==> src/lfu_pkg.sv <==
// Shared types and constants of the LFU cache table.
// No dependencies; used by the controller, the datapath and the top level.
package lfu_pkg;

  localparam int DEF_ENTRIES    = 16;
  localparam int DEF_COUNT_BITS = 16;
  localparam int KEY_BITS       = 32;
  localparam int VALUE_BITS     = 32;
  localparam int CAP_BITS       = 5;

  localparam logic [CAP_BITS-1:0] CAP_RESET = 5'd16;

  typedef enum logic {
    OP_GET = 1'b0,
    OP_PUT = 1'b1
  } op_t;

  typedef enum logic [2:0] {
    ST_IDLE,
    ST_SCAN,
    ST_SCAN_END,
    ST_DECIDE,
    ST_SWEEP,
    ST_SWEEP_END,
    ST_DONE
  } state_t;

  // Controller to datapath.
  typedef struct packed {
    logic load;      // capture the request word
    logic scan_rd;   // read entry idx for the match/victim scan
    logic sweep_rd;  // read entry idx for the rank rewrite
    logic decide;    // commit hit, insert or eviction
    logic out_load;  // move the result into the output register
  } cmd_t;

  // Datapath to controller.
  typedef struct packed {
    logic need_sweep;  // ranks change for this request
  } status_t;

endpackage

==> src/lfu_ctrl.sv <==
// Controller state machine of the LFU cache table.
// Depends on lfu_pkg; drives lfu_dpath through cmd_t and reads status_t.
module lfu_ctrl import lfu_pkg::*; #(
  parameter int ENTRIES = DEF_ENTRIES,
  localparam int IDX_BITS = (ENTRIES > 1) ? $clog2(ENTRIES) : 1
) (
  input  logic                clk,
  input  logic                rst,
  input  logic                in_valid,
  output logic                in_ready,
  output logic                out_valid,
  input  logic                out_ready,
  output cmd_t                cmd,
  input  status_t             status,
  output logic [IDX_BITS-1:0] idx
);

  localparam logic [IDX_BITS-1:0] LAST = IDX_BITS'(ENTRIES - 1);

  state_t              state, state_next;
  logic [IDX_BITS-1:0] idx_next;

  always_ff @(posedge clk) begin
    if (rst) begin
      state <= ST_IDLE;
      idx   <= '0;
    end else begin
      state <= state_next;
      idx   <= idx_next;
    end
  end

  always_ff @(posedge clk) begin
    if (rst) begin
      out_valid <= 1'b0;
    end else if (cmd.out_load) begin
      out_valid <= 1'b1;
    end else if (out_ready) begin
      out_valid <= 1'b0;
    end
  end

  always_comb begin
    state_next = state;
    idx_next   = idx;
    cmd        = '0;
    in_ready   = 1'b0;
    case (state)
      ST_IDLE: begin
        in_ready = 1'b1;
        if (in_valid) begin
          cmd.load   = 1'b1;
          idx_next   = '0;
          state_next = ST_SCAN;
        end
      end
      ST_SCAN: begin
        cmd.scan_rd = 1'b1;
        if (idx == LAST) begin
          idx_next   = '0;
          state_next = ST_SCAN_END;
        end else begin
          idx_next = idx + IDX_BITS'(1);
        end
      end
      ST_SCAN_END: begin
        state_next = ST_DECIDE;
      end
      ST_DECIDE: begin
        cmd.decide = 1'b1;
        state_next = status.need_sweep ? ST_SWEEP : ST_DONE;
      end
      ST_SWEEP: begin
        cmd.sweep_rd = 1'b1;
        if (idx == LAST) begin
          idx_next   = '0;
          state_next = ST_SWEEP_END;
        end else begin
          idx_next = idx + IDX_BITS'(1);
        end
      end
      ST_SWEEP_END: begin
        state_next = ST_DONE;
      end
      ST_DONE: begin
        if (!out_valid || out_ready) begin
          cmd.out_load = 1'b1;
          state_next   = ST_IDLE;
        end
      end
      default: begin
        state_next = ST_IDLE;
      end
    endcase
  end

endmodule

==> src/lfu_dpath.sv <==
// Datapath of the LFU cache table: entry memories, valid bits, scan trackers,
// rank rewrite and output register. Depends on lfu_pkg; steered by lfu_ctrl.
module lfu_dpath import lfu_pkg::*; #(
  parameter int ENTRIES    = DEF_ENTRIES,
  parameter int COUNT_BITS = DEF_COUNT_BITS,
  localparam int IDX_BITS  = (ENTRIES > 1) ? $clog2(ENTRIES) : 1
) (
  input  logic                         clk,
  input  logic                         rst,
  input  cmd_t                         cmd,
  input  logic [IDX_BITS-1:0]          idx,
  output status_t                      status,
  input  logic                         cfg_wr_en,
  input  logic [CAP_BITS-1:0]          cfg_wr_data,
  input  logic                         opcode,
  input  logic signed [KEY_BITS-1:0]   lookup_key,
  input  logic signed [VALUE_BITS-1:0] write_value,
  output logic                         hit,
  output logic signed [VALUE_BITS-1:0] read_value,
  output logic                         evicted,
  output logic signed [KEY_BITS-1:0]   evicted_key
);

  localparam int OCC_BITS = $clog2(ENTRIES + 1);
  localparam int CMP_BITS = (OCC_BITS > CAP_BITS) ? OCC_BITS : CAP_BITS;

  // Entry storage
  logic [KEY_BITS-1:0]   key_mem   [ENTRIES];
  logic [VALUE_BITS-1:0] value_mem [ENTRIES];
  logic [COUNT_BITS-1:0] cnt_mem   [ENTRIES];
  logic [IDX_BITS-1:0]   rank_mem  [ENTRIES];
  logic [ENTRIES-1:0]    valid;
  logic [OCC_BITS-1:0]   occ;
  logic [CAP_BITS-1:0]   cap;

  // Registered read data and the index it belongs to
  logic [KEY_BITS-1:0]   key_q;
  logic [VALUE_BITS-1:0] value_q;
  logic [COUNT_BITS-1:0] cnt_q;
  logic [IDX_BITS-1:0]   rank_q;
  logic [IDX_BITS-1:0]   eval_idx;
  logic                  scan_pend, sweep_pend;

  // Request
  logic                  req_op;
  logic [KEY_BITS-1:0]   req_key;
  logic [VALUE_BITS-1:0] req_value;

  // Scan trackers
  logic                  found, free_ok, vic_ok;
  logic [IDX_BITS-1:0]   found_idx, free_idx, vic_idx;
  logic [IDX_BITS-1:0]   found_rank, vic_rank;
  logic [COUNT_BITS-1:0] found_cnt, vic_cnt;
  logic [VALUE_BITS-1:0] found_val;
  logic [KEY_BITS-1:0]   vic_key;

  // Decision and its registered copy
  logic                  is_put, room, better;
  logic [CMP_BITS-1:0]   cap_ext, eff_cap;
  logic [IDX_BITS-1:0]   d_tgt, d_limit;
  logic                  d_inc_all, d_ev, d_grow;
  logic [COUNT_BITS-1:0] cnt_bumped;
  logic [IDX_BITS-1:0]   tgt, limit;
  logic                  inc_all;
  logic                  res_hit, res_ev;
  logic [VALUE_BITS-1:0] res_rd;
  logic [KEY_BITS-1:0]   res_evk;
  logic                  rank_we;
  logic [IDX_BITS-1:0]   rank_new;

  always_ff @(posedge clk) begin
    if (rst) begin
      cap <= CAP_RESET;
    end else if (cfg_wr_en) begin
      cap <= cfg_wr_data;
    end
  end

  always_ff @(posedge clk) begin
    if (cmd.load) begin
      req_op    <= opcode;
      req_key   <= lookup_key;
      req_value <= write_value;
    end
  end

  always_ff @(posedge clk) begin
    if (rst) begin
      scan_pend  <= 1'b0;
      sweep_pend <= 1'b0;
    end else begin
      scan_pend  <= cmd.scan_rd;
      sweep_pend <= cmd.sweep_rd;
    end
  end

  always_ff @(posedge clk) begin
    eval_idx <= idx;
  end

  // Memory ports: one read at idx, one write
  always_ff @(posedge clk) begin
    if (cmd.decide && !found && is_put) begin
      key_mem[d_tgt] <= req_key;
    end
    if (cmd.scan_rd || cmd.sweep_rd) begin
      key_q <= key_mem[idx];
    end
  end

  always_ff @(posedge clk) begin
    if (cmd.decide && is_put) begin
      value_mem[d_tgt] <= req_value;
    end
    if (cmd.scan_rd || cmd.sweep_rd) begin
      value_q <= value_mem[idx];
    end
  end

  always_ff @(posedge clk) begin
    if (cmd.decide && (found || is_put)) begin
      cnt_mem[d_tgt] <= found ? cnt_bumped : '0;
    end
    if (cmd.scan_rd || cmd.sweep_rd) begin
      cnt_q <= cnt_mem[idx];
    end
  end

  always_ff @(posedge clk) begin
    if (rank_we) begin
      rank_mem[eval_idx] <= rank_new;
    end
    if (cmd.scan_rd || cmd.sweep_rd) begin
      rank_q <= rank_mem[idx];
    end
  end

  // Scan: first valid match, first free slot, lowest count then oldest
  assign better = !vic_ok || (cnt_q < vic_cnt) || ((cnt_q == vic_cnt) && (rank_q > vic_rank));

  always_ff @(posedge clk) begin
    if (rst) begin
      found   <= 1'b0;
      free_ok <= 1'b0;
      vic_ok  <= 1'b0;
    end else if (cmd.load) begin
      found   <= 1'b0;
      free_ok <= 1'b0;
      vic_ok  <= 1'b0;
    end else if (scan_pend) begin
      if (valid[eval_idx] && (key_q == req_key) && !found) begin
        found      <= 1'b1;
        found_idx  <= eval_idx;
        found_rank <= rank_q;
        found_cnt  <= cnt_q;
        found_val  <= value_q;
      end
      if (!valid[eval_idx] && !free_ok) begin
        free_ok  <= 1'b1;
        free_idx <= eval_idx;
      end
      if (valid[eval_idx] && better) begin
        vic_ok   <= 1'b1;
        vic_idx  <= eval_idx;
        vic_cnt  <= cnt_q;
        vic_rank <= rank_q;
        vic_key  <= key_q;
      end
    end
  end

  // Decision
  assign is_put            = (req_op == OP_PUT);
  assign status.need_sweep = found || is_put;
  assign cnt_bumped        = (&found_cnt) ? found_cnt : found_cnt + COUNT_BITS'(1);

  always_comb begin
    cap_ext = CMP_BITS'(cap);
    if (cap_ext == '0) begin
      eff_cap = CMP_BITS'(1);
    end else if (cap_ext > CMP_BITS'(ENTRIES)) begin
      eff_cap = CMP_BITS'(ENTRIES);
    end else begin
      eff_cap = cap_ext;
    end
    room = (CMP_BITS'(occ) < eff_cap) && free_ok;
  end

  // Ranks below the target's rank move up; an insert into a free slot moves all.
  // An eviction reuses the victim's slot, so ranks above it stay put.
  always_comb begin
    d_tgt     = found_idx;
    d_limit   = found_rank;
    d_inc_all = 1'b0;
    d_ev      = 1'b0;
    d_grow    = 1'b0;
    if (!found) begin
      if (room) begin
        d_tgt     = free_idx;
        d_inc_all = 1'b1;
        d_grow    = 1'b1;
      end else if (vic_ok) begin
        d_tgt   = vic_idx;
        d_limit = vic_rank;
        d_ev    = 1'b1;
      end else begin
        d_tgt     = '0;
        d_inc_all = 1'b1;
        d_grow    = 1'b1;
      end
    end
  end

  always_ff @(posedge clk) begin
    if (cmd.decide) begin
      tgt     <= d_tgt;
      limit   <= d_limit;
      inc_all <= d_inc_all;
      res_hit <= found;
      res_rd  <= (found && !is_put) ? found_val : '0;
      res_ev  <= !found && is_put && d_ev;
      res_evk <= (!found && is_put && d_ev) ? vic_key : '0;
    end
  end

  always_ff @(posedge clk) begin
    if (rst) begin
      valid <= '0;
      occ   <= '0;
    end else if (cmd.decide && !found && is_put && d_grow) begin
      valid[d_tgt] <= 1'b1;
      occ          <= occ + OCC_BITS'(1);
    end
  end

  // Rank rewrite, one entry a cycle
  always_comb begin
    rank_we  = sweep_pend && (valid[eval_idx] || (eval_idx == tgt));
    rank_new = rank_q;
    if (eval_idx == tgt) begin
      rank_new = '0;
    end else if (inc_all || (rank_q < limit)) begin
      rank_new = rank_q + IDX_BITS'(1);
    end
  end

  // Output register
  always_ff @(posedge clk) begin
    if (cmd.out_load) begin
      hit         <= res_hit;
      read_value  <= res_rd;
      evicted     <= res_ev;
      evicted_key <= res_evk;
    end
  end

endmodule

==> src/lfu_cache_table.sv <==
// LFU cache table, least-recently-touched tie break. Each request runs a scan
// pass, a commit and, for a get hit or any put, a rank rewrite pass before its
// result word is valid. One word in flight: no new request is taken until the
// result word is loaded. Both passes use the single read port of the entry
// memories, one entry per cycle.
// Reset clears valid bits and occupancy and sets capacity to 16; no clear pass.
module lfu_cache_table import lfu_pkg::*; #(
  parameter int ENTRIES    = DEF_ENTRIES,
  parameter int COUNT_BITS = DEF_COUNT_BITS
) (
  input  logic                         clk,
  input  logic                         rst,
  // Configuration: capacity_in_use
  input  logic                         cfg_wr_en,
  input  logic [CAP_BITS-1:0]          cfg_wr_data,
  // Request channel
  input  logic                         in_valid,
  output logic                         in_ready,
  input  logic                         opcode,
  input  logic signed [KEY_BITS-1:0]   lookup_key,
  input  logic signed [VALUE_BITS-1:0] write_value,
  // Result channel
  output logic                         out_valid,
  input  logic                         out_ready,
  output logic                         hit,
  output logic signed [VALUE_BITS-1:0] read_value,
  output logic                         evicted,
  output logic signed [KEY_BITS-1:0]   evicted_key
);

  localparam int IDX_BITS = (ENTRIES > 1) ? $clog2(ENTRIES) : 1;

  cmd_t                cmd;
  status_t             status;
  logic [IDX_BITS-1:0] idx;

  // Sequence the request: accept, scan all entries, commit, rewrite ranks unless
  // a get misses, then hand the result word to the output register. The request
  // side reopens as soon as the word is loaded, even while it waits for out_ready.
  lfu_ctrl #(
    .ENTRIES (ENTRIES)
  ) u_ctrl (
    .clk       (clk),
    .rst       (rst),
    .in_valid  (in_valid),
    .in_ready  (in_ready),
    .out_valid (out_valid),
    .out_ready (out_ready),
    .cmd       (cmd),
    .status    (status),
    .idx       (idx)
  );

  // Hold keys, values, use counts and recency ranks; track the match and the
  // victim during the scan; drive the result word.
  lfu_dpath #(
    .ENTRIES    (ENTRIES),
    .COUNT_BITS (COUNT_BITS)
  ) u_dpath (
    .clk         (clk),
    .rst         (rst),
    .cmd         (cmd),
    .idx         (idx),
    .status      (status),
    .cfg_wr_en   (cfg_wr_en),
    .cfg_wr_data (cfg_wr_data),
    .opcode      (opcode),
    .lookup_key  (lookup_key),
    .write_value (write_value),
    .hit         (hit),
    .read_value  (read_value),
    .evicted     (evicted),
    .evicted_key (evicted_key)
  );

endmodule

==> config.mk <==
export PLATFORM = sky130hd
export DESIGN_NAME = lfu_cache_table
export DESIGN_NICKNAME = d
export VERILOG_FILES = /design/src/lfu_pkg.sv /design/src/lfu_ctrl.sv /design/src/lfu_dpath.sv /design/src/lfu_cache_table.sv
export SDC_FILE = /design/constraint.sdc
export NUM_CORES = 2
export LEC_CHECK = 0
export ABC_AREA = 1
export BUFFER_PORTS_ARGS = -buffer_cell sky130_fd_sc_hd__buf_2
export CAP_MARGIN = 10
export CELL_PAD_IN_SITES_DETAIL_PLACEMENT = 1
export CELL_PAD_IN_SITES_GLOBAL_PLACEMENT = 1
export CORE_ASPECT_RATIO = 0.9
export CORE_MARGIN = 2
export CORE_UTILIZATION = 40
export CTS_BUF_LIST = sky130_fd_sc_hd__clkbuf_8
export DETAILED_ROUTE_END_ITERATION = 7
export PLACE_DENSITY_LB_ADDON = 0.1
export SLEW_MARGIN = 20
export SYNTH_ARGS = -nofsm -noshare
export SYNTH_HDL_FRONTEND = slang
export SYNTH_SLANG_ARGS = --single-unit
==> constraint.sdc <==
create_clock -name clk -period 10.7 [get_ports clk]
set_clock_uncertainty 0.2 [all_clocks]
set_input_delay 1.07 -clock clk [delete_from_list [all_inputs] [get_ports clk]]
set_output_delay 1.07 -clock clk [all_outputs]
set_load 0.03 [all_outputs]
Word level (Yosys, flattened, before mapping) --
Memory sizes are Yosys's and may differ from the RTL's. A register that Yosys moved wholly into a read port is not among the register bits. Cells that the tools add are included.
Operators by class: add/sub/neg operators 4, magnitude comparators 8, eq/ne operators 14, muxes and demuxes 49, bitwise operators 3, reductions and logical operators 44
Operator list (number):
- two-way mux 4 bit | 10
- == test 32 bit | 1
- two-way mux 16 bit | 2
- two-way mux 1 bit | 26
- case mux 3 bit (7 select lines) | 1
- adder 16 x 1 -> 16 bit (second input constant) | 1
- == test 16 bit | 1
- logical AND 1 bit | 16
- < comparator 16 bit | 1
- OR 16 bit | 1
- AND reduction 16 bit | 1
- AND reduction 4 bit | 4
- two-way mux 3 bit | 4
- < comparator 4 x 5 -> 1 bit (second input constant) | 2
- two-way mux 5 bit | 2
- == test 3 bit (second input constant) | 3
- adder 4 x 1 -> 4 bit (second input constant) | 2
- case mux 4 bit (2 select lines) | 1
- AND reduction 2 bit | 4
- logical OR 1 bit | 7
- == test 3 x 2 -> 1 bit (second input constant) | 2
- logical NOT 1 bit | 6
- != test 2 x 1 -> 1 bit (second input constant) | 3
- adder 5 x 1 -> 5 bit (second input constant) | 1
- other kinds (17) | 20
Word-level totals: register bits 365, RAM bits 1344, input port bits 75, output and inout bits 68, logic and storage cells 161, memories 4
Memory list:
- u_dpath.key_mem | depth 16, bits a word 32, rd ports 1, clocked after Yosys merged registers in 1, wr ports 1, RTL line lfu_dpath.sv:28 | logic [KEY_BITS-1:0] key_mem [ENTRIES];
- u_dpath.value_mem | depth 16, bits a word 32, rd ports 1, clocked after Yosys merged registers in 1, wr ports 1, RTL line lfu_dpath.sv:29 | logic [VALUE_BITS-1:0] value_mem [ENTRIES];
- u_dpath.cnt_mem | depth 16, bits a word 16, rd ports 1, clocked after Yosys merged registers in 1, wr ports 1, RTL line lfu_dpath.sv:30 | logic [COUNT_BITS-1:0] cnt_mem [ENTRIES];
- u_dpath.rank_mem | depth 16, bits a word 4, rd ports 1, clocked after Yosys merged registers in 1, wr ports 1, RTL line lfu_dpath.sv:31 | logic [IDX_BITS-1:0] rank_mem [ENTRIES];

Depth between registers and ports, before layout --
depth after elaboration 12, depth in mapped cells 16

Cells and area by module --
A second synthesis with hierarchy kept.
Unflattened totals: cell total of the unflattened synthesis 4823, area, all modules 70487.6 um2
By module, submodules not included:
- lfu_dpath | times used 1, cells each 4754, area an instance 70007.1 um2, sequential area each 53251.1 um2
- lfu_ctrl | times used 1, cells each 69, area an instance 480.5 um2, sequential area each 160.2 um2

Least setup slack after synthesis --
OpenSTA, ideal clock, no wires.
path type in2reg, from in out_ready, to reg u_dpath.evicted (enable), arrival time 5601 ps, setup slack 4328 ps, stages 2, cell sequence nor2_1 nor3_1
RTL lines:
- start: declaration | RTL line lfu_cache_table.sv:24 | input logic out_ready,
- end signal: assignment | RTL line lfu_dpath.sv:252 | evicted <= res_ev;
- end: declaration | RTL line lfu_dpath.sv:20 | output logic evicted,

==> flow_summary.toml <==
[run_status]
status = "complete, no violations"

[final_layout]
fillerInstances = 16840
multiInputGateArea_um2 = 14000
utilization_pct = 45.7
nets = 5005
regArea_um2 = 53400
drive_gt1_share_pct = 13.7
design_area_um2 = 78300
syn_to_final_growth_pct = 13.4

[global_route]
grt_first_pass_wirelength_um = 282000
first_global_vias = 41545
grt_max_degree = 220
grt-ovfl-total = 0
grt_antenna_before_repair = 9
grt.total_usage_pct = 21.6

[setup_path]
critPathLaunchType = "register"
r2r_start = "u_ctrl.idx[0]$_SDFFE_PP0P_"
cp-end-kind = "register"
critPathRequiredTime_ns = 11.25
cp.depth = 7
critPathArrivalTime_ns = 4.90
slowest_delay_ns = 0.90
reg2reg_to = "u_dpath.value_q[28]$_DFFE_PP_"
crit_family = "buffers and inverters"
startpoint = "u_ctrl.idx[0]$_SDFFE_PP0P_"
path_common_cell = "buf_4"
crit_slowest_cell = "buf_4"
critPathBufInv = 3
worstPathMaxFanout = 78
crit_end = "u_dpath.value_q[28]$_DFFE_PP_"
r2r_slack_ns = 6.36
rr_worst_depth = 7
crit_chain = "buf_4 -> buf_4 -> buf_4 -> mux2i_1 -> o221ai_1 -> nand3_1 -> nand2_1"
path_class = "register to register"

[die]
io_pins = 143
num_rows = 144
initial_utilization_pct = 40.3
die_w_um = 442
dieArea_um2 = 176000
coreArea_um2 = 171000
die_h_um = 398

[yosys]
synthTopCellsByArea = "edfxtp_1 (76%), nor2_1 (3.7%), mux2i_1 (3.6%)"
synth_xor_area_share_pct = 0.190
yosysMostFrequentCell = "edfxtp_1"
synth-seq-area-share_pct = 77.3
synth_top_area_share_pct = 76.1
avgSynthCellArea_um2 = 15.1
synth-simple-area-share_pct = 6.87
synthAdderAreaFrac_pct = 0.561
synth_common_cells = "edfxtp_1 (1750), nor2_1 (674), o21ai_0 (386)"
synth_largest_area_cell = "edfxtp_1"
synth_mux_area_share_pct = 3.62
synthFlopType = "edfxtp_1"
netlist_area_um2 = 69100
postSynth.asyncResetShare_pct = 0
synth_top_family_by_area = "compound AO/OA/AOI/OAI gates"
yosys_register_bits = 1793
synth_compound_gate_area_share_pct = 8.57
synth_edf_count = 1750
synth.distinct_cells = 49
synth_nets = 4687
synthCells = 4581
synth_warnings = 0

[placed_design]
gp_congestion = 0.772
dp_hpwl_um = 102000
dpl_cell_area_um2 = 72400
portBuffers = 142

[timing]
tns_ns = 0
maxSlewHeadroom_pct = 25.9
worstMarginPinSlew_ns = 1.11
setup_viol = 0
slew_violations = 0
fin_crit_sh_pct = 40.6
max_freq_mhz = 230
hold_viol = 0
rsz0062_at_grt = "false"
period_minus_slack_ns = 4.34

[clock_tree]
htree_levels = 5
cts_root_buf = "clkbuf_8"
clockBufferDepth = 4
cts_resized = 0
cts.sinks = 1793
clk_pin_slew_ns = 0.06
cts_tree = "built"
postCtsSetupBuffers = 0
clk_latency_ns = 1.01
cts_inserted_buffers = 315

[routing]
antenna_left = 0
drt_pass1_iterations = 8
detail_route.vias_per_cell = 5.46
wire_per_inst_um = 26.1
drt-total-wl_um = 192000
route.vias.total = 40303
route.detailed.drc = 0
initialDrtViolationCount = 3118

[power_and_ir_drop]
power-per-cell-area_nw_per_um2 = 222
leakage_nw = 25.6
vdd_drop_max_mv = 0.169

[min_path]
min-delay-path-class = "input port to register"

[job]
drv_cap = 0
-- power by group --
group / internal, mW / switching [mW]
Sequential: 8.39 / 0.435
Clock: 2.89 / 2.74
Combinational: 0.845 / 2.07
Total: 12.1 / 5.25
-- how the worst min path moves through the flow --
stage	start	end	slack, ns	depth (start not counted)
floorplan	u_ctrl.idx[3]$_SDFFE_PP0P_	u_dpath.eval_idx[3]$_DFF_P_	0.13	0
global route	write_value[1]	u_dpath.req_value[1]$_DFFE_PP_	0.02	1
CTS	write_value[1]	u_dpath.req_value[1]$_DFFE_PP_	0.0008	1
global placement	u_dpath.res_rd[6]$_SDFFCE_PN0P_	u_dpath.read_value[6]$_DFFE_PP_	0.20	0
detailed placement	u_dpath.res_rd[16]$_SDFFCE_PN0P_	u_dpath.read_value[16]$_DFFE_PP_	0.21	0
finish	write_value[1]	u_dpath.req_value[1]$_DFFE_PP_	0.08	1
-- logic make-up (layout without fill, tap and decap cells) --
group / after synthesis / after routing
xor gates and xnor gates: 15 / 15
and+or+nand+nor: 1135 / 1135
other: 0 / 10
muxes: 250 / 250
AOI/OAI and AO/OA: 883 / 883
buffers and inverters: 474 / 995
DFF: 1793 / 1793
adders and majority gates: 31 / 31
-- worst register-to-register path: stages, from the launching register on --
cell and delay [ns]:
dfxtp_4 0.72, buf_4 0.69, buf_4 0.77, buf_4 0.95, mux2i_1 0.33, o221ai_1 0.21, nand3_1 0.17, nand2_1 0.06
-- state kept, by name, summed over array words and instances (netlist names), 32 cells and up --
| signal | count |
|---|---|
| u_dpath.key_mem | 512 |
| u_dpath.key_q | 32 |
| u_dpath.res_evk | 32 |
| u_dpath.cnt_mem | 256 |
| u_dpath.rank_mem | 64 |
| u_dpath.res_rd | 32 |
| u_dpath.evicted_key | 32 |
| u_dpath.value_mem | 512 |
| u_dpath.req_value | 32 |
| u_dpath.found_val | 32 |
| u_dpath.req_key | 32 |
| u_dpath.value_q | 32 |
| u_dpath.read_value | 32 |
| u_dpath.vic_key | 32 |
-- cell type report --
class | count | area share [%]
diodes | 10 | 0.0319
clock buffers | 327 | 5.74
clock inverters | 193 | 1.12
inverters | 202 | 1.00
multi-input cells | 2314 | 17.9
flip-flops and latches | 1793 | 68.2
well taps | 2263 | 3.61
repair buffers | 273 | 2.39
-- layout by cell type (no fill, tap or decap), types with 8 or more instances in the layout --
cell type      synthesis  final
a211oi_1               8      8
o32ai_1               70     70
nor2_1               674    634
nand3_1              127    127
clkinv_1               0     59
buf_4                 24     75
nand2_2                7      8
o221ai_1             254    254
ha_1                  31     31
xor2_1                 8      8
nor3_2                 1     15
nor3_1                38     24
clkinv_2               1     18
edfxtp_1            1750   1750
clkbuf_8               0    327
inv_1                193    297
nor2_2                 9     26
o21ai_0              386    386
mux2i_1              250    250
a21oi_1               46     42
diode_2                0     10
dlygate4sd3_1          0     52
o22ai_1               24     24
dfxtp_1               43     38
nor2_4                18     41
o211ai_1              71     71
buf_2                 60    142
nand2_1              237    235
-- per-stage QoR --
stage | power, mW | hold slack [ns] | std cells | worst slack [ns]
2_1_floorplan | 10.8 | 0.129 | 4581 | 4.33
3_3_place_gp | 11.9 | 0.202 | 6793 | 6.47
5_1_grt | 18.2 | 0.0170 | 7367 | 6.10
6_report | 17.4 | 0.0811 | 7375 | 6.36
3_5_place_dp | 11.9 | 0.205 | 6793 | 6.33
4_1_cts | 17.6 | 0.000810 | 7365 | 6.34
-- layer usage --
| layer | part of all wire (%) | GRT usage, % | up-vias |
|---|---|---|---|
| li1 | - | - | 18060 |
| met1 | 47 | 30.8 | 20974 |
| met2 | 47 | 34.8 | 929 |
| met3 | 4.1 | 3.14 | 340 |
| met4 | 2.2 | 6.08 | 0 |
| met5 | 0 | 0 | - |
-- what timing repair did --
action | CTS | global route
endpoints found under the setup margin | 0 | 0
hold endpoints to repair | 52 | 0
hold buffers | 52 | 0
No activity file was read; power rests on OpenSTA's default activity.
